File: src/rtl/mibg_pkg.sv
// shared codes for the mac/ip binding guard
// no dependencies
package mibg_pkg;
    localparam logic [1:0] ACT_MATCH   = 2'd0;
    localparam logic [1:0] ACT_PROT_IP = 2'd1;
    localparam logic [1:0] ACT_PROT_MAC = 2'd2;
    localparam logic [1:0] ACT_PROT_PAIR = 2'd3;
    localparam logic [1:0] ST_OK   = 2'd0;
    localparam logic [1:0] ST_DUP  = 2'd1;
    localparam logic [1:0] ST_FULL = 2'd2;
endpackage

File: src/rtl/mac_ip_binding_guard_core.sv
// mac/ip binding guard: protected address table with match and learn
// depends on mibg_pkg
// timing: each entry walked takes a registered read, then a compare; the end-of-table
//   check also waits for a read; inserts pass through a status state before the result
// flow: one request at a time, next accept in the cycle after the result transfer;
//   the walk uses one shared compare unit and the result register must drain first
// reset: synchronous active-low aresetn clears valid bits, entry count and control
// state; address stores are not cleared and are only read behind valid bits
module mac_ip_binding_guard_core
    import mibg_pkg::*;
#(
    parameter int TABLE_DEPTH = 16
) (
    input  logic         aclk,
    input  logic         aresetn,
    input  logic         s_tvalid,
    output logic         s_tready,
    // tdata: mac[47:0], ip_high[111:48], ip_low[175:112]
    input  logic [175:0] s_tdata,
    // tuser: action[1:0], ip_kind[2]
    input  logic [2:0]   s_tuser,
    output logic         m_tvalid,
    input  logic         m_tready,
    // tdata: status[1:0], conflict[2], conflict_index[6:3], learned[7]
    output logic [7:0]   m_tdata
);
    localparam int IW = (TABLE_DEPTH > 1) ? $clog2(TABLE_DEPTH) : 1;
    localparam int CW = $clog2(TABLE_DEPTH + 1);

    localparam logic [1:0] S_IDLE = 2'd0;
    localparam logic [1:0] S_WALK = 2'd1;
    localparam logic [1:0] S_DONE = 2'd2;
    localparam logic [1:0] S_OUT  = 2'd3;

    // address stores, read one entry a cycle at the walk pointer
    logic [47:0] mac_store [TABLE_DEPTH];
    logic [31:0] v4_store  [TABLE_DEPTH];
    logic [63:0] v6h_store [TABLE_DEPTH];
    logic [63:0] v6l_store [TABLE_DEPTH];
    logic [TABLE_DEPTH-1:0] mac_vld_reg, v4_vld_reg, v6_vld_reg;
    logic [CW-1:0] count_reg;

    logic [1:0]  state_reg;
    logic [1:0]  act_reg;
    logic        kind_reg;
    logic [47:0] mac_reg;
    logic [63:0] hi_reg, lo_reg;
    logic [CW-1:0] ptr_reg;
    logic        found_reg;         // pairing: mac already present
    logic [IW-1:0] slot_reg;
    logic        dup_reg;
    logic [7:0]  out_reg;

    // registered read of the entry at the pointer
    logic [47:0] rd_mac;
    logic [31:0] rd_v4;
    logic [63:0] rd_v6h, rd_v6l;
    logic        rd_ok;             // read data belongs to current pointer
    logic [IW-1:0] rd_idx;

    logic [IW-1:0] ptr_idx;
    assign ptr_idx = ptr_reg[IW-1:0];

    always_ff @(posedge aclk) begin
        rd_mac <= mac_store[ptr_idx];
        rd_v4  <= v4_store[ptr_idx];
        rd_v6h <= v6h_store[ptr_idx];
        rd_v6l <= v6l_store[ptr_idx];
        rd_idx <= ptr_idx;
    end

    // shared compare unit on the registered entry
    logic mv, ipset, mac_eq, ip_eq;
    always_comb begin
        mv     = mac_vld_reg[rd_idx];
        ipset  = kind_reg ? v6_vld_reg[rd_idx] : v4_vld_reg[rd_idx];
        mac_eq = mv && (rd_mac == mac_reg);
        ip_eq  = ipset && (kind_reg ? (rd_v6h == hi_reg && rd_v6l == lo_reg)
                                    : (rd_v4 == lo_reg[31:0]));
    end

    assign s_tready = (state_reg == S_IDLE);
    assign m_tvalid = (state_reg == S_OUT);
    assign m_tdata  = out_reg;

    logic walk_end;
    assign walk_end = (ptr_reg >= count_reg);

    // write port: one entry per request
    logic         wr_mac, wr_ip;
    logic [IW-1:0] wr_idx;
    logic         alloc;

    always_ff @(posedge aclk) begin
        if (wr_mac) mac_store[wr_idx] <= mac_reg;
        if (wr_ip && !kind_reg) v4_store[wr_idx] <= lo_reg[31:0];
        if (wr_ip && kind_reg) begin
            v6h_store[wr_idx] <= hi_reg;
            v6l_store[wr_idx] <= lo_reg;
        end
    end

    always_comb begin
        wr_mac = 1'b0;
        wr_ip  = 1'b0;
        alloc  = 1'b0;
        wr_idx = slot_reg;
        if (state_reg == S_WALK && rd_ok && !walk_end && act_reg == ACT_MATCH) begin
            wr_idx = rd_idx;
            if (mac_eq && !ipset) wr_ip = 1'b1;
            else if (!mac_eq && ip_eq && !mv) wr_mac = 1'b1;
        end else if (state_reg == S_DONE && !dup_reg) begin
            wr_idx = (act_reg == ACT_PROT_PAIR && found_reg) ? slot_reg
                                                              : count_reg[IW-1:0];
            unique case (act_reg)
                ACT_PROT_IP: begin
                    alloc = (count_reg < CW'(TABLE_DEPTH));
                    wr_ip = alloc;
                end
                ACT_PROT_MAC: begin
                    alloc  = (count_reg < CW'(TABLE_DEPTH));
                    wr_mac = alloc;
                end
                ACT_PROT_PAIR: begin
                    if (found_reg) begin
                        wr_ip = 1'b1;
                    end else begin
                        alloc  = (count_reg < CW'(TABLE_DEPTH));
                        wr_mac = alloc;
                        wr_ip  = alloc;
                    end
                end
                default: ;
            endcase
        end
    end

    logic [TABLE_DEPTH-1:0] sel;
    assign sel = TABLE_DEPTH'(1) << wr_idx;

    always_ff @(posedge aclk) begin
        if (!aresetn) begin
            state_reg   <= S_IDLE;
            mac_vld_reg <= '0;
            v4_vld_reg  <= '0;
            v6_vld_reg  <= '0;
            count_reg   <= '0;
            rd_ok       <= 1'b0;
        end else begin
            if (alloc) begin
                // fresh entry starts with all addresses unset
                mac_vld_reg <= (mac_vld_reg & ~sel) | (wr_mac ? sel : '0);
                v4_vld_reg  <= (v4_vld_reg & ~sel) | ((wr_ip && !kind_reg) ? sel : '0);
                v6_vld_reg  <= (v6_vld_reg & ~sel) | ((wr_ip && kind_reg) ? sel : '0);
                count_reg   <= count_reg + CW'(1);
            end else begin
                if (wr_mac) mac_vld_reg <= mac_vld_reg | sel;
                if (wr_ip && !kind_reg) v4_vld_reg <= v4_vld_reg | sel;
                if (wr_ip && kind_reg) v6_vld_reg <= v6_vld_reg | sel;
            end
            unique case (state_reg)
                S_IDLE: begin
                    if (s_tvalid) begin
                        act_reg   <= s_tuser[1:0];
                        kind_reg  <= s_tuser[2];
                        mac_reg   <= s_tdata[47:0];
                        hi_reg    <= s_tdata[111:48];
                        lo_reg    <= s_tdata[175:112];
                        ptr_reg   <= '0;
                        found_reg <= 1'b0;
                        dup_reg   <= 1'b0;
                        slot_reg  <= '0;
                        out_reg   <= '0;
                        state_reg <= S_WALK;
                    end
                end
                S_WALK: begin
                    // a new pointer's registered read must land before it is compared
                    rd_ok <= !rd_ok;
                    if (rd_ok && walk_end) begin
                        state_reg <= (act_reg == ACT_MATCH) ? S_OUT : S_DONE;
                    end else if (rd_ok) begin
                        // default: move on to the next entry
                        ptr_reg <= ptr_reg + CW'(1);
                        unique case (act_reg)
                            ACT_MATCH: begin
                                if (mac_eq) begin
                                    if (!ipset) begin
                                        out_reg[7] <= 1'b1;
                                        state_reg  <= S_OUT;
                                    end else if (!ip_eq) begin
                                        out_reg[2]   <= 1'b1;
                                        out_reg[6:3] <= 4'(rd_idx);
                                        state_reg    <= S_OUT;
                                    end
                                end else if (ip_eq) begin
                                    if (!mv) begin
                                        out_reg[7] <= 1'b1;
                                        state_reg  <= S_OUT;
                                    end else begin
                                        out_reg[2]   <= 1'b1;
                                        out_reg[6:3] <= 4'(rd_idx);
                                        state_reg    <= S_OUT;
                                    end
                                end
                            end
                            ACT_PROT_IP: begin
                                if (ip_eq) begin
                                    dup_reg   <= 1'b1;
                                    state_reg <= S_DONE;
                                end
                            end
                            ACT_PROT_MAC: begin
                                if (mac_eq) begin
                                    dup_reg   <= 1'b1;
                                    state_reg <= S_DONE;
                                end
                            end
                            ACT_PROT_PAIR: begin
                                if (mac_eq) begin
                                    found_reg <= 1'b1;
                                    slot_reg  <= rd_idx;
                                    dup_reg   <= ipset;
                                    state_reg <= S_DONE;
                                end
                            end
                            default: ;
                        endcase
                    end
                end
                S_DONE: begin
                    if (dup_reg) out_reg[1:0] <= ST_DUP;
                    else if (!(act_reg == ACT_PROT_PAIR && found_reg) &&
                             count_reg >= CW'(TABLE_DEPTH)) out_reg[1:0] <= ST_FULL;
                    else out_reg[1:0] <= ST_OK;
                    state_reg <= S_OUT;
                end
                S_OUT: begin
                    if (m_tready) state_reg <= S_IDLE;
                end
                default: state_reg <= S_IDLE;
            endcase
        end
    end
endmodule

File: config.mk
export PLATFORM = sky130hd
export DESIGN_NAME = mac_ip_binding_guard_core
export DESIGN_NICKNAME = d
export VERILOG_FILES = /design/src/rtl/mibg_pkg.sv /design/src/rtl/mac_ip_binding_guard_core.sv
export SDC_FILE = /design/constraint.sdc
export NUM_CORES = 2
export LEC_CHECK = 0
export BUFFER_PORTS_ARGS = -buffer_cell sky130_fd_sc_hd__buf_2
export CELL_PAD_IN_SITES_DETAIL_PLACEMENT = 1
export CELL_PAD_IN_SITES_GLOBAL_PLACEMENT = 2
export CORE_MARGIN = 1
export CORE_UTILIZATION = 30
export CTS_BUF_LIST = sky130_fd_sc_hd__clkbuf_4 sky130_fd_sc_hd__clkbuf_8
export DETAILED_ROUTE_END_ITERATION = 10
export PLACE_DENSITY = 0.5
export REMOVE_ABC_BUFFERS = 1
export SLEW_MARGIN = 20
export SYNTH_ARGS = -nofsm -noshare
export SYNTH_HDL_FRONTEND = slang
export SYNTH_SLANG_ARGS = --single-unit
File: constraint.sdc
create_clock -name aclk -period 8.5 [get_ports aclk]
set_input_delay 2.125 -clock aclk [delete_from_list [all_inputs] [get_ports aclk]]
set_output_delay 2.125 -clock aclk [all_outputs]
set_load 0.005 [all_outputs]
==> summary.md <==
| Metric | Value |
|---|---|
| Worst Reg-to-Reg Cells | `12` |
| Initial Util | `30.1%` |
| Hold Path Depth | `2` |
| Initial drt markers | `4,960` |
| Total power | `46,600 uW` |
| Final WS setup | `2.23 ns` |
| Post-synth EDFFs | `3,526` |
| Pre-Repair DR Iteration Count | `5` |
| R2R Path End | `mac_store[14][45]$_DFFE_PP_` |
| Leakage | `0.0510 uW` |
| Asr flop ratio synth | `0%` |
| Via/cell ratio | `4.81` |
| Slew @ Worst Pin | `1.14 ns` |
| RSZ-0062 raised after global routing | `false` |
| Synth unique cells | `64` |
| Core Region | `0.467 mm2` |
| Crit path max fanout | `25` |
| #FFs+latches synth | `3,794` |
| Hold Crit Class | `reg2reg` |
| Kind of critical path | `reg2reg` |
| Final period util | `73.8%` |
| Die Y | `687 um` |
| Layout net count | `6,738` |
| Largest net degree at the start of global routing | `131` |
| Data required, critical path | `9.37 ns` |
| Synth Instances | `5,784` |
| CTS max path bufs | `4` |
| Layout area overhead | `16.4%` |
| Largest regs | `v6h_store (1024), v6l_store (1024), mac_store (768)` |
| Final hold vios | `0` |
| Final min period | `6.27 ns` |
| Reg-to-Reg Start | `lo_reg[43]$_DFFE_PP_` |
| Hold_buf cts | `0` |
| First-pass GRT wire length | `546 mm` |
| Setup crit start kind | `flop` |
| # Post-CTS Setup Buffers | `0` |
| WL/cell | `29.3 um` |
| Max-slew violations | `0` |
| Initial antenna violation count | `53` |
| Power Dens Cells | `285 mW/mm2` |
| Top post-synthesis cells by area | `edfxtp_1, mux4_2, dfxtp_1, xnor2_1, clkbuf_1` |
| Clock Pin Slew Worst Setup and Hold Paths | `0.06 ns` |
| Gp weighted congestion | `0.703` |
| Clock skew | `0.100 ns` |
| Drt drc | `0` |
| DP HPWL | `197 mm` |
| Status | `completed` |
| Clk sinks | `3,794` |
| Dpl ws | `2.19 ns` |
| Avg Cell Area, Syn | `24.3 um2` |
| Max Clock Freq | `159 MHz` |
| Worst EP arrival | `7.15 ns` |
| Normalized max-slew margin | `24.3%` |
| Number of port buffers | `192` |
| Max Cap Viol | `0` |
| Reg-to-reg slack, setup | `2.23 ns` |
| Leading area contributor after synthesis | `edfxtp_1` |
| Gr usage total | `16.3%` |
| Post-Synthesis Cell Area | `0.141 mm2` |
| Clock root buffer master | `clkbuf_8` |
| Post-synthesis sequential area ratio | `79.1%` |
| # IOs | `193` |
| Vias in the first global route | `70,300` |
| Insertion delay to the later sink of the worst-skew pair | `1.24 ns` |
| CTS tree | `done` |
| Rows | `251` |
| Area fraction of the dominant cell type after synthesis | `75.3%` |
| Setup TNS | `0 ns` |
| Ys flop type | `edfxtp_1` |
| CP Capture Type | `flop` |
| Fraction of layout cells with a size suffix above 1 | `36.5%` |
| Cts repair resizes | `0` |
| Peak supply drop | `0.151 mV` |
| Full die area | `0.471 mm2` |
| Vias post-DR | `63,900` |
| TritonCTS Buffers | `650` |
| Die width | `687 um` |
| Final Setup Violations | `0` |
| Worst hold margin | `0.487 ns` |
| Routed wire length | `390 mm` |
| H-tree depth | `6` |
| Final Util | `35.1%` |
| Synth Warn # | `0` |
| GRT overflow | `0` |
| Antenna Nets Post-Route | `0` |
-- cell usage after synthesis, drive strengths merged (16+ instances only) --
cell,instances
nor2,62
clkbuf,178
xnor2,149
nor2b,33
buf,83
inv,46
xor2,27
nand2b,34
o21a,79
nor4,21
mux4,1047
edfxtp,3526
nand4,42
ha,16
nand2,26
dfxtp,268
-- how the worst max path moves through the flow --
stage                                  end                startpoint  slack, ns  depth (start not counted)
2_1_floorplan    v6h_store[1][0]$_DFFE_PP_  ptr_reg[0]$_SDFFCE_PN0P_     -30.64                         11
3_3_place_gp   mac_store[14][11]$_DFFE_PP_      hi_reg[42]$_DFFE_PP_       1.61                         12
3_5_place_dp   mac_store[14][11]$_DFFE_PP_      lo_reg[43]$_DFFE_PP_       2.19                         12
4_1_cts        mac_store[14][11]$_DFFE_PP_      lo_reg[43]$_DFFE_PP_       2.16                         12
5_1_grt        mac_store[14][12]$_DFFE_PP_      lo_reg[43]$_DFFE_PP_       2.05                         12
6_report       mac_store[14][45]$_DFFE_PP_      lo_reg[43]$_DFFE_PP_       2.23                         12
-- layer usage --
| metal | vias to the layer above | global-route usage (%) | part of all wire [%] |
|---|---|---|---|
| met2 | 1463 | 27.0 | 49 |
| met4 | 8 | 3.63 | 2.0 |
| met5 | - | 0 | 0.013 |
| met3 | 545 | 2.56 | 4.1 |
| met1 | 35600 | 22.6 | 45 |
| li1 | 26300 | - | - |
-- final cells by class --
type | count | area [um2]
multi-input cells | 1683 | 28500
well taps | 6198 | 7750
flip-flops and latches | 3794 | 111000
fillers | 44900 | 303000
repair buffers | 364 | 2620
inverters | 46 | 199
clock inverters | 196 | 1270
clock buffers | 1002 | 12100
diodes | 10 | 25.0
-- through the flow --
stage               area (um2)  instances
detailed placement      150000      12100
floorplan               140000       5523
global route            164000      13300
CTS                     164000      13300
global placement        150000      12100
finish                  164000      13300
-- critical path: stages, from the launching register on --
cell,delay (ns)
edfxtp_1,0.63
xnor2_1,0.39
nand4_1,0.71
nor4_1,1.12
nand4_1,0.44
nor4_2,0.40
buf_4,0.20
o21ai_2,0.14
nor3_2,0.28
a21oi_4,0.20
or2_0,0.34
inv_2,0.66
buf_4,0.40
-- cells in the final DEF (no fill, tap or decap), drive strengths merged, types with 14 or more instances in the layout --
master / count
buf: 364
o21ai: 15
clkbuf: 1002
dfxtp: 268
edfxtp: 3526
xnor2: 149
a21oi: 14
clkinvlp: 19
nand2b: 34
mux4: 1047
nor2b: 33
xor2: 27
o21a: 79
inv: 62
nor2: 62
nand2: 26
ha: 16
nor4: 21
nand4: 42
clkinv: 153
-- cells by family after synthesis --
logic type | share of synthesized area [%]
AND/OR/NAND/NOR | 1.04
buffers and inverters | 0.851
flip-flops | 79.1
AO/OA/AOI/OAI | 0.926
adder cells (fa/ha/maj) | 0.142
XOR/XNOR | 1.10
multiplexers | 16.8
-- power by group --
group,switching [uW],internal (uW),total (uW)
registers,771,21600,22300
logic,3840,3560,7400
clock network,7550,9360,16900
Power figures use the tool's default switching activity.
